===== src/rtl/head_insert_value_list_core_defines.svh =====
// Assertion macros for the head-insert value list core.
// Included by the top level; relies on i_clk and i_rst_n in the including scope.
`ifndef HEAD_INSERT_VALUE_LIST_CORE_DEFINES_SVH
`define HEAD_INSERT_VALUE_LIST_CORE_DEFINES_SVH

// same-cycle implication, checked outside reset
`define HIVL_ASSERT_NOW(name, ante, cons) \
    name: assert property (@(posedge i_clk) disable iff (!i_rst_n) (ante) |-> (cons)) \
        else $error("hivl assertion failed");

// next-cycle implication, checked outside reset
`define HIVL_ASSERT_NEXT(name, ante, cons) \
    name: assert property (@(posedge i_clk) disable iff (!i_rst_n) (ante) |=> (cons)) \
        else $error("hivl assertion failed");

`endif


===== src/rtl/hivl_pkg.sv =====
// Shared types and constants for the head-insert value list core.
// No dependencies; imported by hivl_cell and head_insert_value_list_core.
package hivl_pkg;

    localparam int VALUE_W = 32;
    localparam int OP_W    = 2;
    localparam int POS_W   = 4;
    localparam int COUNT_W = 5;

    typedef enum logic [OP_W-1:0] {
        OP_INSERT = 2'd0,
        OP_SEARCH = 2'd1,
        OP_REMOVE = 2'd2,
        OP_CLEAR  = 2'd3
    } t_op;

    typedef enum logic [1:0] {
        CMD_HOLD,
        CMD_PUSH,
        CMD_PULL,
        CMD_CLEAR
    } t_cell_cmd;

    // per-cell control: shared command plus this cell's pull select
    typedef struct packed {
        t_cell_cmd cmd;
        logic      pull_sel;
    } t_cell_ctl;

    typedef enum logic [1:0] {
        ST_IDLE,
        ST_CMP,
        ST_ISO,
        ST_APPLY
    } t_state;

endpackage


===== src/rtl/hivl_cell.sv =====
// One list cell: holds one entry and its valid bit, compares against the key,
// and takes data from its head-side or tail-side neighbor. Uses hivl_pkg.
module hivl_cell (
    input  logic                        i_clk,
    input  logic                        i_rst_n,
    input  hivl_pkg::t_cell_ctl         i_ctl,
    input  logic [hivl_pkg::VALUE_W-1:0] i_key,
    input  logic [hivl_pkg::VALUE_W-1:0] i_prev_data,
    input  logic                        i_prev_valid,
    input  logic [hivl_pkg::VALUE_W-1:0] i_next_data,
    input  logic                        i_next_valid,
    output logic [hivl_pkg::VALUE_W-1:0] o_data,
    output logic                        o_valid,
    output logic                        o_match
);
    import hivl_pkg::*;

    logic [VALUE_W-1:0] r_data, n_data;
    logic               r_valid, n_valid;

    // next contents from the shared command
    always_comb begin
        n_data  = r_data;
        n_valid = r_valid;
        case (i_ctl.cmd)
            CMD_HOLD: begin
            end
            CMD_PUSH: begin
                n_data  = i_prev_data;
                n_valid = i_prev_valid;
            end
            CMD_PULL: begin
                if (i_ctl.pull_sel) begin
                    n_data  = i_next_data;
                    n_valid = i_next_valid;
                end
            end
            CMD_CLEAR: begin
                n_data  = '0;
                n_valid = 1'b0;
            end
            default: begin
            end
        endcase
    end

    always_ff @(posedge i_clk) begin
        if (!i_rst_n) begin
            r_data  <= '0;
            r_valid <= 1'b0;
        end else begin
            r_data  <= n_data;
            r_valid <= n_valid;
        end
    end

    assign o_data  = r_data;
    assign o_valid = r_valid;
    assign o_match = r_valid && (r_data == i_key);

endmodule


===== src/rtl/head_insert_value_list_core.sv =====
// Head-insert value list: an ordered list of up to DEPTH 32-bit entries, newest at
// position 0, built as a row of hivl_cell instances. Uses hivl_pkg and the defines header.
//
// Usage:
//   Input channel (i_in_valid / o_in_stall) carries one transaction: i_op and i_value.
//   i_op: insert at head, search, remove first match, clear.
//   Output channel (o_out_valid / i_out_stall) returns one result transaction per
//   input: found, position of first match from the head, count, empty flag, overflow.
//   The result is registered after a compare step, a first-match isolate step and an
//   update step; the update step waits while a pending result has not yet been taken.
//   A transaction is taken only when the compare/isolate/update sequence is idle, so a
//   new transaction is not accepted until the previous one has finished its update.
//   All cells compare in parallel; the first match is found with a two's-complement
//   lowest-set-bit isolate over the match vector.
//   Receiver stall: the result holds in the output register; a following transaction
//   is still accepted and finishes its compare and isolate, then waits in its update
//   step until the pending result is taken.
//   Reset (synchronous, active low): the list is emptied, every cell is zeroed,
//   and no result is pending.
`include "head_insert_value_list_core_defines.svh"

module head_insert_value_list_core #(
    parameter int DEPTH = 16
) (
    input  logic                          i_clk,
    input  logic                          i_rst_n,
    input  logic                          i_in_valid,
    output logic                          o_in_stall,
    input  logic [hivl_pkg::OP_W-1:0]     i_op,
    input  logic signed [hivl_pkg::VALUE_W-1:0] i_value,
    output logic                          o_out_valid,
    input  logic                          i_out_stall,
    output logic                          o_found,
    output logic [hivl_pkg::POS_W-1:0]    o_position,
    output logic [hivl_pkg::COUNT_W-1:0]  o_count,
    output logic                          o_empty_res,
    output logic                          o_overflow
);
    import hivl_pkg::*;

    localparam int IW = (DEPTH > 1) ? $clog2(DEPTH) : 1;
    localparam int CW = $clog2(DEPTH + 1);
    localparam int PW = (IW > POS_W) ? IW : POS_W;
    localparam int UW = (CW > COUNT_W) ? CW : COUNT_W;

    t_state             r_state, n_state;
    t_op                r_op;
    logic [VALUE_W-1:0] r_val;
    logic [CW-1:0]      r_used, n_used;
    logic [DEPTH-1:0]   r_match;
    logic [DEPTH-1:0]   r_first;

    logic               r_out_valid;
    logic               r_found;
    logic [POS_W-1:0]   r_pos;
    logic [COUNT_W-1:0] r_count;
    logic               r_empty;
    logic               r_ovf;

    logic [VALUE_W-1:0] cell_data  [DEPTH];
    logic [DEPTH-1:0]   cell_valid;
    logic [DEPTH-1:0]   match_vec;
    logic [DEPTH-1:0]   pull_mask;
    t_cell_cmd          cell_cmd;
    logic               in_fire;
    logic               out_free;
    logic               apply_go;
    logic               hit;
    logic               full;
    logic [PW-1:0]      pos_enc;
    logic [UW-1:0]      used_ext;

    assign in_fire  = i_in_valid && !o_in_stall;
    assign out_free = !r_out_valid || !i_out_stall;
    assign hit      = |r_first;
    assign full     = (r_used == CW'(DEPTH));

    // cells at or past the first match pull from their tail-side neighbor
    assign pull_mask = ~(r_first - 1'b1);

    // position of the isolated first match
    always_comb begin
        pos_enc = '0;
        for (int i = 0; i < DEPTH; i++) begin
            if (r_first[i]) begin
                pos_enc = pos_enc | PW'(i);
            end
        end
    end

    // row of cells
    for (genvar g = 0; g < DEPTH; g++) begin : g_cell
        logic [VALUE_W-1:0] prev_data, next_data;
        logic               prev_valid, next_valid;
        t_cell_ctl          ctl;

        if (g == 0) begin : g_head
            assign prev_data  = r_val;
            assign prev_valid = 1'b1;
        end else begin : g_mid_prev
            assign prev_data  = cell_data[g-1];
            assign prev_valid = cell_valid[g-1];
        end

        if (g == DEPTH - 1) begin : g_tail
            assign next_data  = '0;
            assign next_valid = 1'b0;
        end else begin : g_mid_next
            assign next_data  = cell_data[g+1];
            assign next_valid = cell_valid[g+1];
        end

        assign ctl.cmd      = cell_cmd;
        assign ctl.pull_sel = pull_mask[g];

        hivl_cell u_cell (
            .i_clk        (i_clk),
            .i_rst_n      (i_rst_n),
            .i_ctl        (ctl),
            .i_key        (r_val),
            .i_prev_data  (prev_data),
            .i_prev_valid (prev_valid),
            .i_next_data  (next_data),
            .i_next_valid (next_valid),
            .o_data       (cell_data[g]),
            .o_valid      (cell_valid[g]),
            .o_match      (match_vec[g])
        );
    end

    // next state
    always_comb begin
        n_state = r_state;
        case (r_state)
            ST_IDLE:  if (in_fire) n_state = ST_CMP;
            ST_CMP:   n_state = ST_ISO;
            ST_ISO:   n_state = ST_APPLY;
            ST_APPLY: if (out_free) n_state = ST_IDLE;
            default:  n_state = ST_IDLE;
        endcase
    end

    // state outputs: stall, update strobe, cell command and next entry count
    always_comb begin
        o_in_stall = 1'b1;
        apply_go   = 1'b0;
        cell_cmd   = CMD_HOLD;
        n_used     = r_used;
        case (r_state)
            ST_IDLE: begin
                o_in_stall = 1'b0;
            end
            ST_CMP, ST_ISO: begin
            end
            ST_APPLY: begin
                apply_go = out_free;
                if (out_free) begin
                    case (r_op)
                        OP_INSERT: begin
                            if (!full) begin
                                cell_cmd = CMD_PUSH;
                                n_used   = r_used + 1'b1;
                            end
                        end
                        OP_SEARCH: begin
                        end
                        OP_REMOVE: begin
                            if (hit) begin
                                cell_cmd = CMD_PULL;
                                n_used   = r_used - 1'b1;
                            end
                        end
                        OP_CLEAR: begin
                            cell_cmd = CMD_CLEAR;
                            n_used   = '0;
                        end
                        default: begin
                        end
                    endcase
                end
            end
            default: begin
            end
        endcase
    end

    assign used_ext = UW'(n_used);

    // control registers
    always_ff @(posedge i_clk) begin
        if (!i_rst_n) begin
            r_state     <= ST_IDLE;
            r_used      <= '0;
            r_out_valid <= 1'b0;
        end else begin
            r_state <= n_state;
            r_used  <= n_used;
            if (apply_go) begin
                r_out_valid <= 1'b1;
            end else if (!i_out_stall) begin
                r_out_valid <= 1'b0;
            end
        end
    end

    // transaction capture, match vector and first-match isolate
    always_ff @(posedge i_clk) begin
        if (in_fire) begin
            r_op  <= t_op'(i_op);
            r_val <= i_value;
        end
        if (r_state == ST_CMP) begin
            r_match <= match_vec;
        end
        if (r_state == ST_ISO) begin
            r_first <= r_match & (~r_match + 1'b1);
        end
    end

    // result register
    always_ff @(posedge i_clk) begin
        if (apply_go) begin
            r_found <= hit && ((r_op == OP_SEARCH) || (r_op == OP_REMOVE));
            r_pos   <= ((r_op == OP_SEARCH) || (r_op == OP_REMOVE)) ? pos_enc[POS_W-1:0]
                                                                    : '0;
            r_count <= used_ext[COUNT_W-1:0];
            r_empty <= (n_used == '0);
            r_ovf   <= (r_op == OP_INSERT) && full;
        end
    end

    assign o_out_valid = r_out_valid;
    assign o_found     = r_found;
    assign o_position  = r_pos;
    assign o_count     = r_count;
    assign o_empty_res = r_empty;
    assign o_overflow  = r_ovf;

    // checks
    `HIVL_ASSERT_NOW(a_used_matches_cells, 1'b1, $countones(cell_valid) == r_used)
    `HIVL_ASSERT_NOW(a_first_onehot, r_state == ST_APPLY, $onehot0(r_first))
    `HIVL_ASSERT_NEXT(a_accept_starts_compare, in_fire, r_state == ST_CMP)
    `HIVL_ASSERT_NOW(a_used_bound, 1'b1, r_used <= CW'(DEPTH))

endmodule

===== config.mk =====
export PLATFORM = sky130hd
export DESIGN_NAME = head_insert_value_list_core
export DESIGN_NICKNAME = d
export VERILOG_FILES = /design/src/rtl/hivl_pkg.sv /design/src/rtl/hivl_cell.sv /design/src/rtl/head_insert_value_list_core.sv
export VERILOG_INCLUDE_DIRS = /design/src /design/src/rtl
export SDC_FILE = /design/constraint.sdc
export NUM_CORES = 2
export LEC_CHECK = 0
export BUFFER_PORTS_ARGS = -buffer_cell sky130_fd_sc_hd__buf_2
export CORE_MARGIN = 2
export CORE_UTILIZATION = 55
export DETAILED_ROUTE_END_ITERATION = 12
export GPL_TIMING_DRIVEN = 0
export PLACE_DENSITY = 0.73
export SLEW_MARGIN = 40
export SYNTH_ARGS = -nofsm -noshare
export SYNTH_HDL_FRONTEND = slang
export SYNTH_SLANG_ARGS = --single-unit

===== constraint.sdc =====
create_clock -name i_clk -period 5.86 [get_ports i_clk]
set_clock_uncertainty 0.05 [all_clocks]
set_input_delay 0.586 -clock i_clk [delete_from_list [all_inputs] [get_ports i_clk]]
set_output_delay 0.586 -clock i_clk [all_outputs]
set_load 0.02 [all_outputs]

==> impl_metrics.py <==
metrics = {
    "run_status": {
        "outcome": "completed",
    },
    "cts": {
        "clock_latency_ps": 640,
        "cts_hold_buf": 0,
        "h-tree-depth": 3,
        "numCtsBuffers": 70,
        "cts_tree": "yes",
        "cts_setup_buffers": 0,
        "clock_sinks": 614,
        "cts_root_buf": "clkbuf_16",
        "clkTransAtPathRegs_ps": 60,
        "clock_path_buffers": 3,
        "cts_resized": 0,
    },
    "sta": {
        "period_minus_slack_ps": 4365,
        "tightest_slew_ps": 1027,
        "tns_ps": 0,
        "period_share": 0.7448,
        "slew_violations": 0,
        "setup_viol": 0,
        "relSlewSlack": 0.3093,
        "fmax_ghz": 0.2291,
        "rsz0062_at_grt": "false",
        "hold_viol_final": 0,
    },
    "setup_path": {
        "cp_data_arrival_time_ps": 4830,
        "startpoint": "r_state[0]",
        "r2r-start": "r_state[0]",
        "start_kind": "flip-flop",
        "worstPathRequired_ps": 6330,
        "worst-path-max-fanout": 16,
        "crit_type": "reg -> reg",
        "cp-end-kind": "flip-flop",
    },
    "floorplan": {
        "dieArea_um2": 64590,
        "ios": 52,
        "start_util": 0.5566,
        "fp.dieW_um": 254.1,
        "fp.dieH_um": 254.1,
        "coreArea_um2": 61830,
        "rows": 91,
    },
    "routing": {
        "drc": 0,
        "dr.pass1.iters": 9,
        "avgViaCountPerCell": 7.217,
        "drt_iter0_drc": 6905,
        "drtAntennaViolNets": 0,
        "routedWlPerCell_um": 33.59,
        "wl_um": 170700,
        "vias": 36690,
    },
    "global_routing": {
        "antenna_found_initial": 5,
        "grt_pass1_wl_um": 238600,
        "grt_usage": 0.5172,
        "grt_max_degree": 33,
        "grt_pass1_vias": 33690,
        "met2_usage": 0.6966,
        "gr-usage-met3": 0.2094,
        "grt_overflow": 0,
        "grt_most_used_layer": "met2",
        "met1_usage": 0.6525,
    },
    "logic_synthesis": {
        "synth_edf_count": 78,
        "synthArstFlopShare": 0,
        "ys_seq_elements": 614,
        "syn_area_um2": 34410,
        "syn-num-nets": 4099,
        "yosys_warnings": 0,
        "yosysSeqAreaShare": 0.3799,
        "synth_cell_types": 73,
        "syn_area_per_cell_um2": 8.497,
        "syn_inst": 4050,
        "synthFlopType": "dfxtp_1",
    },
    "power": {
        "fin_total_pwr_mw": 13.83,
        "p_leak_nw": 13.08,
        "ir_drop_mv": 0.3900,
        "power_density_nw_per_um2": 356.9,
    },
    "layout": {
        "drive_gt1_frac": 0.1006,
        "synthToLayoutAreaGrowth_pct": 12.58,
        "nNetsFinal": 4242,
        "antenna_cells": 0,
        "final_cell_mix": "nand3_1, dfxtp_1, xnor2_1, and3_1, nor2_1",
        "final_common_cell": "nand3_1",
    },
    "min_path": {
        "hold_class": "in -> reg",
        "hold_start": "i_value[22]",
    },
    "place": {
        "hpwl_um": 128600,
        "place.gp.congestion": 1.107,
        "portBuffers": 50,
    },
    "run": {
        "maxCapViolCount": 0,
    },
}
[path summary, 6_finish.rpt]
path | to | slack [ps] | depth (start not counted)
max | g_cell[8].u_cell.o_data[4] | 1500 | 10
min | g_cell[0].prev_data[22] | 70 | 1
max reg2reg | g_cell[8].u_cell.o_data[4] | 1500 | 10
min reg2reg | g_cell[15].u_cell.o_data[16] | 440 | 2
[registers in the layout, summed over array words and instances, names as in the netlist]
name and cells:
o_position 4, o_empty_res 1, r_match 16, r_first 16, g_cell.u_cell.o_data 512, r_op 2, g_cell.u_cell.o_valid 16, g_cell.prev_data 32
o_found 1, o_overflow 1, r_used 5, o_count 5, o_out_valid 1, r_state 2
[final cells by class]
| class | instances | area, um2 |
|---|---|---|
| Inverter | 20 | 75.07 |
| Sequential cell | 614 | 13070 |
| Timing Repair Buffer | 71 | 767.0 |
| Clock inverter | 20 | 219.0 |
| Tap cell | 837 | 1047 |
| Fill cell | 5516 | 23080 |
| Buffer | 479 | 2118 |
| Multi-Input combinational cell | 2937 | 19300 |
| Clock buffer | 105 | 2140 |
[layer usage]
layer  routed length, um  vias to the layer above  part of all wire
met3               29710                      746              0.17
met5                  13                        -          0.000076
met4               16190                        2             0.095
li1                    -                    15430                 -
met2               64970                     3279              0.38
met1               59860                    17230              0.35
[cells in the mapped netlist, types with 102 or more instances]
cell type | instances | share of area
a311oi_1 | 263 | 0.067
a31oi_1 | 200 | 0.036
and3_1 | 297 | 0.054
buf_2 | 123 | 0.018
clkbuf_1 | 311 | 0.034
dfxtp_1 | 536 | 0.31
nand3_1 | 590 | 0.086
nand4_1 | 115 | 0.021
nor2_1 | 283 | 0.031
nor3_1 | 102 | 0.015
o31ai_1 | 165 | 0.036
xnor2_1 | 452 | 0.12
[logic make-up (layout without fill, tap and decap cells)]
logic type / after synthesis / in the layout / synth area share
compound gates: 805 / 805 / 0.1788
xor+xnor: 522 / 522 / 0.1329
fa+ha+maj: 11 / 11 / 0.003999
buf+inv: 499 / 695 / 0.06119
flops: 614 / 614 / 0.3799
mux: 3 / 3 / 0.0009453
simple gates: 1596 / 1596 / 0.2423
[metrics by stage]
stage | utilization | area (um2) | std cells | hold WS [ps] | worst slack, ps
after detailed placement | 0.5878 | 36340 | 4957 | 424.9 | 1742
after global placement | 0.5776 | 35710 | 4937 | 417.1 | 766.0
final | 0.6266 | 38740 | 5083 | 69.05 | 1495
after CTS | 0.6260 | 38700 | 5082 | 66.34 | 1775
after global routing | 0.6266 | 38740 | 5083 | 62.72 | 1574
after floorplan | - | 34410 | 4050 | 399.7 | 3202
[worst max-delay path: stages, from the launching register on]
cell and delay [ps]:
dfxtp_1 330, ha_1 240, a21bo_1 180, buf_2 230, inv_2 200, nand3_1 470
buf_2 430, clkbuf_1 700, clkbuf_1 810, nand3_1 230, a311oi_1 360
[power by group]
part	leakage, nW	internal [mW]	switching (mW)
combinational	6.86	1.27	2.76
sequential	5.06	4.66	0.511
clock	1.16	2.70	1.92
Note: power is estimated with default switching activity, not from simulation.
